--- config.mk ---
export PLATFORM = sky130hd
export DESIGN_NAME = register_list_patch_merger_unit
export DESIGN_NICKNAME = d
export VERILOG_FILES = /design/src/sv/rlpm_pkg.sv /design/src/sv/rlpm_edit_mem.sv /design/src/sv/rlpm_ctrl.sv /design/src/sv/register_list_patch_merger_unit.sv
export SDC_FILE = /design/constraint.sdc
export NUM_CORES = 2
export LEC_CHECK = 0
export BUFFER_PORTS_ARGS = -buffer_cell sky130_fd_sc_hd__buf_2
export CORE_ASPECT_RATIO = 0.9
export CORE_MARGIN = 1.5
export CORE_UTILIZATION = 30
export DETAILED_ROUTE_END_ITERATION = 10
export PLACE_DENSITY = 0.51
export SETUP_SLACK_MARGIN = 0.1
export SYNTH_ARGS = -nofsm -noshare
export SYNTH_HDL_FRONTEND = slang
export SYNTH_HIERARCHICAL = 1
export SYNTH_SLANG_ARGS = --single-unit
--- constraint.sdc ---
create_clock -name clk_i -period 7.7 [get_ports clk_i]
set_input_delay 1.155 -clock clk_i [delete_from_list [all_inputs] [get_ports clk_i]]
set_output_delay 1.155 -clock clk_i [all_outputs]
set_load 0.02 [all_outputs]
--- src/sv/rlpm_pkg.sv ---
// ----------------------------------------------------------------------------
// rlpm_pkg
// Shared types and constants for the register list patch merger.
// ----------------------------------------------------------------------------
package rlpm_pkg;

  localparam int EDIT_DEPTH = 32;
  localparam int BASE_MAX   = 1024;

  localparam int EDIT_AW  = (EDIT_DEPTH > 1) ? $clog2(EDIT_DEPTH) : 1;
  localparam int EDIT_CW  = $clog2(EDIT_DEPTH + 1);
  localparam int POS_W    = 10;
  localparam int DATA_W   = 32;
  localparam int CNT_W    = 11;
  localparam int CNT_MAX  = 2 * BASE_MAX - 1;

  typedef enum logic [1:0] {
    CMD_LOAD = 2'd0,
    CMD_BASE = 2'd1,
    CMD_END  = 2'd2,
    CMD_NONE = 2'd3
  } cmd_e;

  typedef enum logic [1:0] {
    KIND_REPLACE = 2'd0,
    KIND_INSERT  = 2'd1,
    KIND_DELETE  = 2'd2,
    KIND_ALT     = 2'd3
  } kind_e;

  typedef enum logic {
    RES_PAIR    = 1'b0,
    RES_TRAILER = 1'b1
  } res_kind_e;

  typedef enum logic [2:0] {
    ST_IDLE,
    ST_BASE,
    ST_END,
    ST_FLUSH,
    ST_TRAIL
  } state_e;

  typedef struct packed {
    logic [POS_W-1:0]  pos;
    logic [1:0]        kind;
    logic [DATA_W-1:0] addr;
    logic [DATA_W-1:0] val;
  } edit_entry_t;

  typedef struct packed {
    logic               we;
    logic [EDIT_AW-1:0] waddr;
    edit_entry_t        wdata;
    logic [EDIT_AW-1:0] raddr;
  } mem_req_t;

  // Saturating counter step
  function automatic logic [CNT_W-1:0] sat_inc(input logic [CNT_W-1:0] c);
    if (c < CNT_W'(CNT_MAX)) begin
      return c + CNT_W'(1);
    end
    return CNT_W'(CNT_MAX);
  endfunction

endpackage

--- src/sv/rlpm_edit_mem.sv ---
// ----------------------------------------------------------------------------
// rlpm_edit_mem
// Edit table storage: one write port, one read port, registered read data.
// ----------------------------------------------------------------------------
module rlpm_edit_mem import rlpm_pkg::*; (
  input  logic        clk_i,
  input  mem_req_t    req_i,
  output edit_entry_t rdata_o
);

  edit_entry_t mem_q [EDIT_DEPTH];
  edit_entry_t rdata_q;

  always_ff @(posedge clk_i) begin
    if (req_i.we) begin
      mem_q[req_i.waddr] <= req_i.wdata;
    end
    rdata_q <= mem_q[req_i.raddr];
  end

  assign rdata_o = rdata_q;

endmodule

--- src/sv/rlpm_ctrl.sv ---
// ----------------------------------------------------------------------------
// rlpm_ctrl
// Merge sequencer: walks the edit table, merges base pairs, stages results.
// ----------------------------------------------------------------------------
module rlpm_ctrl import rlpm_pkg::*; (
  input  logic              clk_i,
  input  logic              rst_ni,
  input  logic              start_i,
  input  logic [1:0]        cmd_i,
  input  logic [1:0]        edit_kind_i,
  input  logic [POS_W-1:0]  edit_position_i,
  input  logic [DATA_W-1:0] reg_address_i,
  input  logic [DATA_W-1:0] reg_value_i,
  input  edit_entry_t       rdata_i,
  output mem_req_t          req_o,
  output logic              busy_o,
  output logic              strobe_o,
  output logic              result_kind_o,
  output logic [DATA_W-1:0] out_address_o,
  output logic [DATA_W-1:0] out_value_o,
  output logic [CNT_W-1:0]  out_index_o,
  output logic              last_o
);

  state_e state_q, state_d;

  logic [EDIT_CW-1:0] loaded_q, loaded_d;
  logic [EDIT_CW-1:0] next_q, next_d;
  logic [CNT_W-1:0]   bc_q, bc_d;
  logic [CNT_W-1:0]   emit_q, emit_d;

  logic [DATA_W-1:0]  base_addr_q, base_addr_d;
  logic [DATA_W-1:0]  base_val_q, base_val_d;

  // one-deep hold so the final result of an item can carry last
  logic               hold_v_q, hold_v_d;
  logic [DATA_W-1:0]  hold_addr_q, hold_addr_d;
  logic [DATA_W-1:0]  hold_val_q, hold_val_d;
  logic [CNT_W-1:0]   hold_idx_q, hold_idx_d;

  logic               stb_q, stb_d;
  logic               last_q, last_d;
  logic               rkind_q, rkind_d;
  logic [DATA_W-1:0]  oaddr_q, oaddr_d;
  logic [DATA_W-1:0]  oval_q, oval_d;
  logic [CNT_W-1:0]   oidx_q, oidx_d;

  logic               have_entry, ent_due, ent_ins, ent_del;
  logic [EDIT_CW-1:0] next_inc;
  logic               gen;
  logic [DATA_W-1:0]  gen_addr, gen_val;

  assign have_entry = next_q < loaded_q;
  assign ent_due    = have_entry && ({1'b0, rdata_i.pos} <= bc_q);
  assign ent_ins    = rdata_i.kind == KIND_INSERT;
  assign ent_del    = rdata_i.kind == KIND_DELETE;
  assign next_inc   = next_q + EDIT_CW'(1);

  // next state
  always_comb begin
    state_d = state_q;
    case (state_q)
      ST_IDLE: begin
        if (start_i) begin
          case (cmd_i)
            CMD_BASE: state_d = ST_BASE;
            CMD_END:  state_d = ST_END;
            default:  state_d = ST_IDLE;
          endcase
        end
      end
      ST_BASE: begin
        if (!(ent_due && ent_ins)) begin
          // a second pending result goes out through ST_FLUSH
          if (hold_v_q && (!ent_due || !ent_del)) begin
            state_d = ST_FLUSH;
          end else begin
            state_d = ST_IDLE;
          end
        end
      end
      ST_END: begin
        if (!have_entry) begin
          state_d = hold_v_q ? ST_TRAIL : ST_IDLE;
        end
      end
      ST_FLUSH: state_d = ST_IDLE;
      ST_TRAIL: state_d = ST_IDLE;
      default:  state_d = ST_IDLE;
    endcase
  end

  // datapath and outputs
  always_comb begin
    loaded_d    = loaded_q;
    next_d      = next_q;
    bc_d        = bc_q;
    emit_d      = emit_q;
    base_addr_d = base_addr_q;
    base_val_d  = base_val_q;
    hold_v_d    = hold_v_q;
    hold_addr_d = hold_addr_q;
    hold_val_d  = hold_val_q;
    hold_idx_d  = hold_idx_q;
    stb_d       = 1'b0;
    last_d      = 1'b0;
    rkind_d     = RES_PAIR;
    oaddr_d     = hold_addr_q;
    oval_d      = hold_val_q;
    oidx_d      = hold_idx_q;
    gen         = 1'b0;
    gen_addr    = rdata_i.addr;
    gen_val     = rdata_i.val;

    req_o.we          = 1'b0;
    req_o.waddr       = loaded_q[EDIT_AW-1:0];
    req_o.wdata.pos   = edit_position_i;
    req_o.wdata.kind  = edit_kind_i;
    req_o.wdata.addr  = reg_address_i;
    req_o.wdata.val   = reg_value_i;
    req_o.raddr       = next_q[EDIT_AW-1:0];

    case (state_q)
      ST_IDLE: begin
        if (start_i) begin
          case (cmd_i)
            CMD_LOAD: begin
              if (loaded_q < EDIT_CW'(EDIT_DEPTH)) begin
                req_o.we = 1'b1;
                loaded_d = loaded_q + EDIT_CW'(1);
              end
            end
            CMD_BASE: begin
              base_addr_d = reg_address_i;
              base_val_d  = reg_value_i;
            end
            default: ;
          endcase
        end
      end

      ST_BASE: begin
        if (ent_due && ent_ins) begin
          gen         = 1'b1;
          next_d      = next_inc;
          req_o.raddr = next_inc[EDIT_AW-1:0];
          stb_d       = hold_v_q;
          hold_v_d    = 1'b1;
          hold_addr_d = gen_addr;
          hold_val_d  = gen_val;
          hold_idx_d  = emit_q;
        end else begin
          bc_d = sat_inc(bc_q);
          if (ent_due) begin
            gen    = !ent_del;
            next_d = next_inc;
          end else begin
            gen      = 1'b1;
            gen_addr = base_addr_q;
            gen_val  = base_val_q;
          end
          if (gen && hold_v_q) begin
            stb_d       = 1'b1;
            hold_addr_d = gen_addr;
            hold_val_d  = gen_val;
            hold_idx_d  = emit_q;
          end else if (gen) begin
            stb_d   = 1'b1;
            last_d  = 1'b1;
            oaddr_d = gen_addr;
            oval_d  = gen_val;
            oidx_d  = emit_q;
          end else if (hold_v_q) begin
            stb_d    = 1'b1;
            last_d   = 1'b1;
            hold_v_d = 1'b0;
          end
        end
      end

      ST_END: begin
        if (have_entry) begin
          gen         = !ent_del;
          next_d      = next_inc;
          req_o.raddr = next_inc[EDIT_AW-1:0];
          if (gen) begin
            stb_d       = hold_v_q;
            hold_v_d    = 1'b1;
            hold_addr_d = gen_addr;
            hold_val_d  = gen_val;
            hold_idx_d  = emit_q;
          end
        end else if (hold_v_q) begin
          stb_d    = 1'b1;
          hold_v_d = 1'b0;
        end else begin
          stb_d    = 1'b1;
          last_d   = 1'b1;
          rkind_d  = RES_TRAILER;
          oaddr_d  = '0;
          oval_d   = '0;
          oidx_d   = emit_q;
          loaded_d = '0;
          next_d   = '0;
          bc_d     = '0;
        end
      end

      ST_FLUSH: begin
        stb_d    = 1'b1;
        last_d   = 1'b1;
        hold_v_d = 1'b0;
      end

      ST_TRAIL: begin
        stb_d    = 1'b1;
        last_d   = 1'b1;
        rkind_d  = RES_TRAILER;
        oaddr_d  = '0;
        oval_d   = '0;
        oidx_d   = emit_q;
        loaded_d = '0;
        next_d   = '0;
        bc_d     = '0;
      end

      default: ;
    endcase

    if (gen) begin
      emit_d = sat_inc(emit_q);
    end else if (rkind_d == RES_TRAILER && stb_d) begin
      emit_d = '0;
    end
  end

  always_ff @(posedge clk_i or negedge rst_ni) begin
    if (!rst_ni) begin
      state_q  <= ST_IDLE;
      loaded_q <= '0;
      next_q   <= '0;
      bc_q     <= '0;
      emit_q   <= '0;
      hold_v_q <= 1'b0;
      stb_q    <= 1'b0;
      last_q   <= 1'b0;
      rkind_q  <= RES_PAIR;
    end else begin
      state_q  <= state_d;
      loaded_q <= loaded_d;
      next_q   <= next_d;
      bc_q     <= bc_d;
      emit_q   <= emit_d;
      hold_v_q <= hold_v_d;
      stb_q    <= stb_d;
      last_q   <= last_d;
      rkind_q  <= rkind_d;
    end
  end

  always_ff @(posedge clk_i) begin
    base_addr_q <= base_addr_d;
    base_val_q  <= base_val_d;
    hold_addr_q <= hold_addr_d;
    hold_val_q  <= hold_val_d;
    hold_idx_q  <= hold_idx_d;
    oaddr_q     <= oaddr_d;
    oval_q      <= oval_d;
    oidx_q      <= oidx_d;
  end

  assign busy_o        = state_q != ST_IDLE;
  assign strobe_o      = stb_q;
  assign result_kind_o = rkind_q;
  assign out_address_o = oaddr_q;
  assign out_value_o   = oval_q;
  assign out_index_o   = oidx_q;
  assign last_o        = last_q;

endmodule

--- src/sv/register_list_patch_merger_unit.sv ---
// Load writes one edit into the table while it is not full. Base pair: applied
// insert edits go out first, then the base pair is replaced, deleted or passed on.
// End of list: the remaining edits are drained, then the trailer follows.
// Results are registered before they show on the ports.
// Asynchronous active-low reset clears all counters and control; the edit table
// holds no reset and its entries are only used below the loaded count.
// ----------------------------------------------------------------------------
// register_list_patch_merger_unit
// Merges a sorted edit table into a stream of base register pairs.
// ----------------------------------------------------------------------------
module register_list_patch_merger_unit import rlpm_pkg::*; (
  input  logic              clk_i,
  input  logic              rst_ni,
  input  logic              start_i,
  output logic              busy_o,
  input  logic [1:0]        cmd_i,
  input  logic [1:0]        edit_kind_i,
  input  logic [POS_W-1:0]  edit_position_i,
  input  logic [DATA_W-1:0] reg_address_i,
  input  logic [DATA_W-1:0] reg_value_i,
  output logic              strobe_o,
  output logic              result_kind_o,
  output logic [DATA_W-1:0] out_address_o,
  output logic [DATA_W-1:0] out_value_o,
  output logic [CNT_W-1:0]  out_index_o,
  output logic              last_o
);

  mem_req_t    mem_req;
  edit_entry_t mem_rdata;

  rlpm_edit_mem u_mem (
    .clk_i   (clk_i),
    .req_i   (mem_req),
    .rdata_o (mem_rdata)
  );

  rlpm_ctrl u_ctrl (
    .clk_i           (clk_i),
    .rst_ni          (rst_ni),
    .start_i         (start_i),
    .cmd_i           (cmd_i),
    .edit_kind_i     (edit_kind_i),
    .edit_position_i (edit_position_i),
    .reg_address_i   (reg_address_i),
    .reg_value_i     (reg_value_i),
    .rdata_i         (mem_rdata),
    .req_o           (mem_req),
    .busy_o          (busy_o),
    .strobe_o        (strobe_o),
    .result_kind_o   (result_kind_o),
    .out_address_o   (out_address_o),
    .out_value_o     (out_value_o),
    .out_index_o     (out_index_o),
    .last_o          (last_o)
  );

endmodule

After elaboration in Yosys (flattened, before gate mapping)
Memory sizes are Yosys's and may differ from the RTL's. A register that Yosys moved wholly into a read port is not among the register bits.
Index checks and enable logic that the tools add are counted.
{"block": "op_classes", "addsub": 4, "order_cmp": 5, "n_eq_ne": 22, "mux": 101, "reduce_logical": 24}
{"operator": "32-bit two-way mux", "count": 20}
{"operator": "11-bit two-way mux", "count": 18}
{"operator": "32-bit case mux with 3 select lines", "count": 2}
{"operator": "32-bit case mux with 2 select lines", "count": 2}
{"operator": "11-bit case mux with 3 select lines", "count": 2}
{"operator": "6-bit two-way mux", "count": 8}
{"operator": "6-bit case mux with 3 select lines", "count": 2}
{"operator": "1-bit two-way mux", "count": 31}
{"operator": "11-bit by 1-bit adder with 11-bit output (second input constant)", "count": 2}
{"operator": "11-bit less-than comparator (second input constant)", "count": 2}
{"operator": "11-bit case mux with 2 select lines", "count": 1}
{"operator": "6-bit by 1-bit adder with 6-bit output (second input constant)", "count": 2}
{"operator": "3-bit two-way mux", "count": 4}
{"operator": "4-bit AND reduction", "count": 3}
{"operator": "3-bit nonzero test", "count": 4}
{"operator": "10-bit by 11-bit less-or-equal comparator with 1-bit output", "count": 1}
{"operator": "5-bit two-way mux", "count": 2}
{"operator": "2-bit inequality test (second input constant)", "count": 5}
{"operator": "5-bit case mux with 2 select lines", "count": 1}
{"operator": "1-bit case mux with 3 select lines", "count": 3}
{"operator": "3-bit case mux with 3 select lines", "count": 1}
{"operator": "3-bit AND reduction", "count": 3}
{"operator": "3-bit by 2-bit == test with 1-bit output (second input constant)", "count": 2}
{"operator": "6-bit less-than comparator", "count": 1}
{"operator": "other kinds (20)", "count": 34}
{"block": "totals", "reg_bits": 255, "ramBits": 2432, "in_bits": 81, "out_inout_bits": 79, "elab_cells": 174, "n_memories": 1}
{"memory": "u_mem.mem_q", "words": 32, "word_bits": 76, "rd": 1, "rd_clocked_by_memory_dff": 1, "write_ports": 1, "line_no": "rlpm_edit_mem.sv:11", "rtl": "edit_entry_t mem_q [EDIT_DEPTH];"}

Depth between registers and ports, before layout
{"block": "depth", "word_depth": 12, "mapped_depth": 20, "mapped_depth_nobuf": 14}

Hierarchy
The synthesis kept the hierarchy.
{"module": "rlpm_edit_mem", "n_inst": 1, "cells_each": 4435, "area_per_inst_um2": 93978.9, "seq_area_each_um2": 74551.5}
{"module": "rlpm_ctrl", "n_inst": 1, "cells_each": 1017, "area_per_inst_um2": 12283.0, "seq_area_each_um2": 6701.4}

Least setup slack after synthesis
Ideal clock, no wire load.
{"block": "synth_path", "path_kind": "register to register", "start": "reg u_ctrl.loaded_q[2]", "end": "reg u_ctrl.hold_addr_q[0], enable pin", "setup_time_ns": 0.612, "arrival_ns": 7.325, "required_time_ns": 7.088, "path_slack_ns": -0.237, "path_stages_with_launch": 13, "path_buffers": 3, "synth_period_minus_slack_ns": 7.937, "cell_sequence": "dfrtp_1 > inv_1 > ha_1 > a21oi_1 > o21ai_1 > a221o_1 > inv_2 > buf_6 > nand3_2 > buf_6 > buf_6 > o21a_1 > o21ai_0"}
{"block": "synth_between", "elab_chain_len": 8, "elab_cells_between_ends": 10, "classes_between": "order compare (1); eq/ne (2); mux (3); reduce/logical (4)"}
{"element": "from (decl)", "line_no": "rlpm_ctrl.sv:27", "rtl": "logic [EDIT_CW-1:0] loaded_q, loaded_d;"}
{"element": "from (signal assigned)", "line_no": "rlpm_ctrl.sv:250", "rtl": "loaded_q <= loaded_d;"}
{"element": "6-bit less-than comparator (*)", "line_no": "rlpm_ctrl.sv:53", "rtl": "assign have_entry = next_q < loaded_q;"}
{"element": "1-bit logical AND", "line_no": "rlpm_ctrl.sv:54", "rtl": "assign ent_due = have_entry && ({1'b0, rdata_i.pos} <= bc_q);"}
{"element": "1-bit two-way mux", "line_no": "rlpm_ctrl.sv:154", "rtl": "if (ent_due) begin"}
{"element": "1-bit two-way mux", "line_no": "rlpm_ctrl.sv:143", "rtl": "if (ent_due && ent_ins) begin"}
{"element": "1-bit two-way mux", "line_no": "rlpm_ctrl.sv:123", "rtl": "case (state_q)"}
{"element": "1-bit logical AND", "line_no": "rlpm_ctrl.sv:162", "rtl": "if (gen && hold_v_q) begin"}
{"element": "3-bit by 1-bit inequality test with 1-bit output (no source line)"}
{"element": "4-bit AND reduction (no source line) (*)"}
{"element": "to (signal assigned)", "line_no": "rlpm_ctrl.sv:264", "rtl": "hold_addr_q <= hold_addr_d;"}
{"element": "to (decl)", "line_no": "rlpm_ctrl.sv:37", "rtl": "logic [DATA_W-1:0] hold_addr_q, hold_addr_d;"}
Mark *: on every way between the ends. The rest lies on a longest branch, timed or not. The select of a mux whose other input is x is not followed.
A chain may end at the register's enable or synchronous reset.

==> results.sh <==
export IMPL_cp_arrival_ns=6.04
export IMPL_via_per_inst=5.15
export IMPL_ir_worst_vdd_v=0.000390
export IMPL_ant_nets=0
export IMPL_fin_skew_ns=0.0589
export IMPL_synth_top_cells_by_area="edfxtp_1 (73%), mux2i_1 (6.8%), mux4_2 (6.6%)"
export IMPL_rsz0062_at_grt="no"
export IMPL_synth_async_reset_ratio=0.0148
export IMPL_die_w_microns=630
export IMPL_dr_first_iter_drc_count=5994
export IMPL_grt_pass1_wl_mm=424
export IMPL_cts_buffers=296
export IMPL_finalPower_mw=45.8
export IMPL_syn_area_sq_um=106000
export IMPL_grt_max_degree=134
export IMPL_cp_required_ns=8.29
export IMPL_yosysTopAreaCell="edfxtp_1"
export IMPL_relSlewSlack=0.0809
export IMPL_drive_above_1_share=0.203
export IMPL_slowest_stage="dfrtp_1"
export IMPL_h_tree_depth=5
export IMPL_drt_first_pass_iters=5
export IMPL_crit_chain="inv_1 > ha_1 > a21oi_1 > o21ai_1 > a221o_1 > inv_2 > and4_1 > o32a_2 > buf_12 > buf_12 > mux2i_1 > a22oi_1 > nand3_1 > nand4_1"
export IMPL_dieArea_sq_um=358000
export IMPL_drv_slew=0
export IMPL_overflow=0
export IMPL_die_h_microns=568
export IMPL_cellPowerDensity_nw_per_um2=374
export IMPL_insertion_delay_ns=0.88
export IMPL_core_area_sq_um=353000
export IMPL_cts_sinks=2763
export IMPL_row_count=207
export IMPL_period_minus_slack_ns=5.45
export IMPL_setup_viol=0
export IMPL_yosys_register_bits=2763
export IMPL_layout_common_cells="edfxtp_1 (2,571), mux2i_1 (725), a22oi_1 (402)"
export IMPL_synth_avg_cell_area_sq_um=19.5
export IMPL_nNetsFinal=5765
export IMPL_cts_tree="built"
export IMPL_final_hold_viol_count=0
export IMPL_cts_resized=0
export IMPL_final_design_area_no_fill_sq_um=122000
export IMPL_yosysWarnings=6
export IMPL_cts_setup_buffers=0
export IMPL_finalWirelength_mm=304
export IMPL_grt_usage=0.166
export IMPL_crit_buf_inv=4
export IMPL_dp_hpwl_mm=155
export IMPL_fin_crit_sh=0.708
export IMPL_crit_type="flop to flop"
export IMPL_yosysTopAreaCellShare=0.727
export IMPL_setup_tns_final_ns=0
export IMPL_syn_nets=5555
export IMPL_grt_pass1_vias=54000
export IMPL_ys_seq_area_frac=0.765
export IMPL_path_delay_family="compound AO/OA/AOI/OAI gates"
export IMPL_endpoint_kind="flop"
export IMPL_via_count=54600
export IMPL_cts_max_path_buffers=4
export IMPL_initial_core_util=0.301
export IMPL_port_buffers=159
export IMPL_status="finished, final reports clean"
export IMPL_drc=0
export IMPL_synthFlopType="edfxtp_1"
export IMPL_globalplace_congestion=0.767
export IMPL_syn_to_final_growth_pct=15.2
export IMPL_final_common_cell="edfxtp_1"
export IMPL_critPathMaxFanout=113
export IMPL_root_buffer="clkbuf_16"
export IMPL_fin_util=0.347
export IMPL_antenna_found_initial=50
export IMPL_maxCapViolations=0
export IMPL_synth_cells=5452
export IMPL_ys_types=76
export IMPL_worst_slew_pin_slew_ns=1.38
export IMPL_hold_class="primary input to async pin"
export IMPL_slowest_delay_ns=0.57
export IMPL_crit_top_cell="buf_12"
export IMPL_critPathLaunchType="flop"
export IMPL_p_leak_nw=39.1
export IMPL_wl_per_cell_microns=28.7
export IMPL_max_freq_mhz=183
export IMPL_pin_count=160
export IMPL_synth_edf_count=2571
export IMPL_placed_cell_area_sq_um=113000
export IMPL_cts_clk_slew_worst_paths_ns=0.06
export IMPL_hold_buffers=0
[sequential cells by signal (all words and copies together), names as in the netlist, 32 cells and up]
| register | count |
|---|---|
| u_ctrl/hold_val_q | 32 |
| u_ctrl/hold_addr_q | 32 |
| u_ctrl/base_addr_q | 32 |
| u_ctrl/out_value_o | 32 |
| u_ctrl/out_address_o | 32 |
| u_ctrl/base_val_q | 32 |
| u_mem/rdata_o | 76 |
| u_mem/mem_q | 2432 |
[per-layer routing]
metal / track usage / routed length, microns / part of all wire
met5: 0 / 84 / 0.00028
met4: 0.0400 / 6840 / 0.022
met3: 0.0246 / 19100 / 0.063
met2: 0.270 / 145000 / 0.48
met1: 0.233 / 134000 / 0.44
[final cells by class]
class | instances | area, sq um
Tap cell | 4702 | 5880
Clock buffer | 392 | 8280
Fill cell | 32800 | 231000
Multi-Input combinational cell | 2283 | 23200
Sequential cell | 2763 | 81300
Antenna cell | 13 | 32.5
Inverter | 24 | 90.1
Timing Repair Buffer | 294 | 2280
Clock inverter | 138 | 1370
[power breakdown]
group	leakage, nW	switching (mW)	internal (mW)
Sequential	25.0	0.552	17.3
Clock	4.72	5.82	8.36
Combinational	9.47	8.26	5.48
[cell families (layout without fill, tap and decap cells)]
logic type	count (synthesis)	after routing	synth area share
other	0	13	0
buffers and inverters	406	848	0.0214
xor gates and xnor gates	6	6	0.000495
adders and majority gates	22	22	0.00259
AOI/OAI and AO/OA	656	656	0.0453
muxes	1117	1117	0.143
and+or+nand+nor	482	482	0.0226
DFF	2763	2763	0.765
[per-stage QoR]
stage	cells	setup WS, ns	hold slack [ns]
after floorplan	5452	1.65	0.423
after global placement	10100	2.29	0.490
after detailed placement	10100	2.29	0.502
after CTS	10600	2.24	0.455
after global routing	10600	1.91	0.533
final	10600	2.25	0.493
[worst paths after layout]
check | to | slack (ns) | startpoint | depth (start not counted)
min in group clk_i | u_ctrl/out_address_o[29] | 0.50 | u_ctrl/hold_addr_q[29] | 2
setup / recovery | u_mem/rdata_o[73] | 2.25 | u_ctrl/loaded_q[2] | 14
max in group asynchronous | u_ctrl/bc_q[0] | 6.45 | rst_ni | 1
hold / removal | u_ctrl/result_kind_o | 0.49 | rst_ni | 1
setup reg to reg | u_mem/rdata_o[73] | 2.25 | u_ctrl/loaded_q[2] | 14
hold reg to reg | u_ctrl/out_address_o[29] | 0.50 | u_ctrl/hold_addr_q[29] | 2
[synthesized netlist by cell type, drive strengths merged, types with 14 or more instances]
master / n
nor3: 18
nand2: 112
mux4: 312
a21oi: 62
dfrtp: 41
ha: 22
clkbuf: 104
o21ai: 23
nor2b: 23
nor2: 66
a31oi: 54
nand4: 39
a22oi: 402
dfxtp: 151
inv: 24
edfxtp: 2571
a22o: 48
mux2i: 725
buf: 278
nand3: 158
mux2: 80
and3: 14
Power figures use the tool's default switching activity.
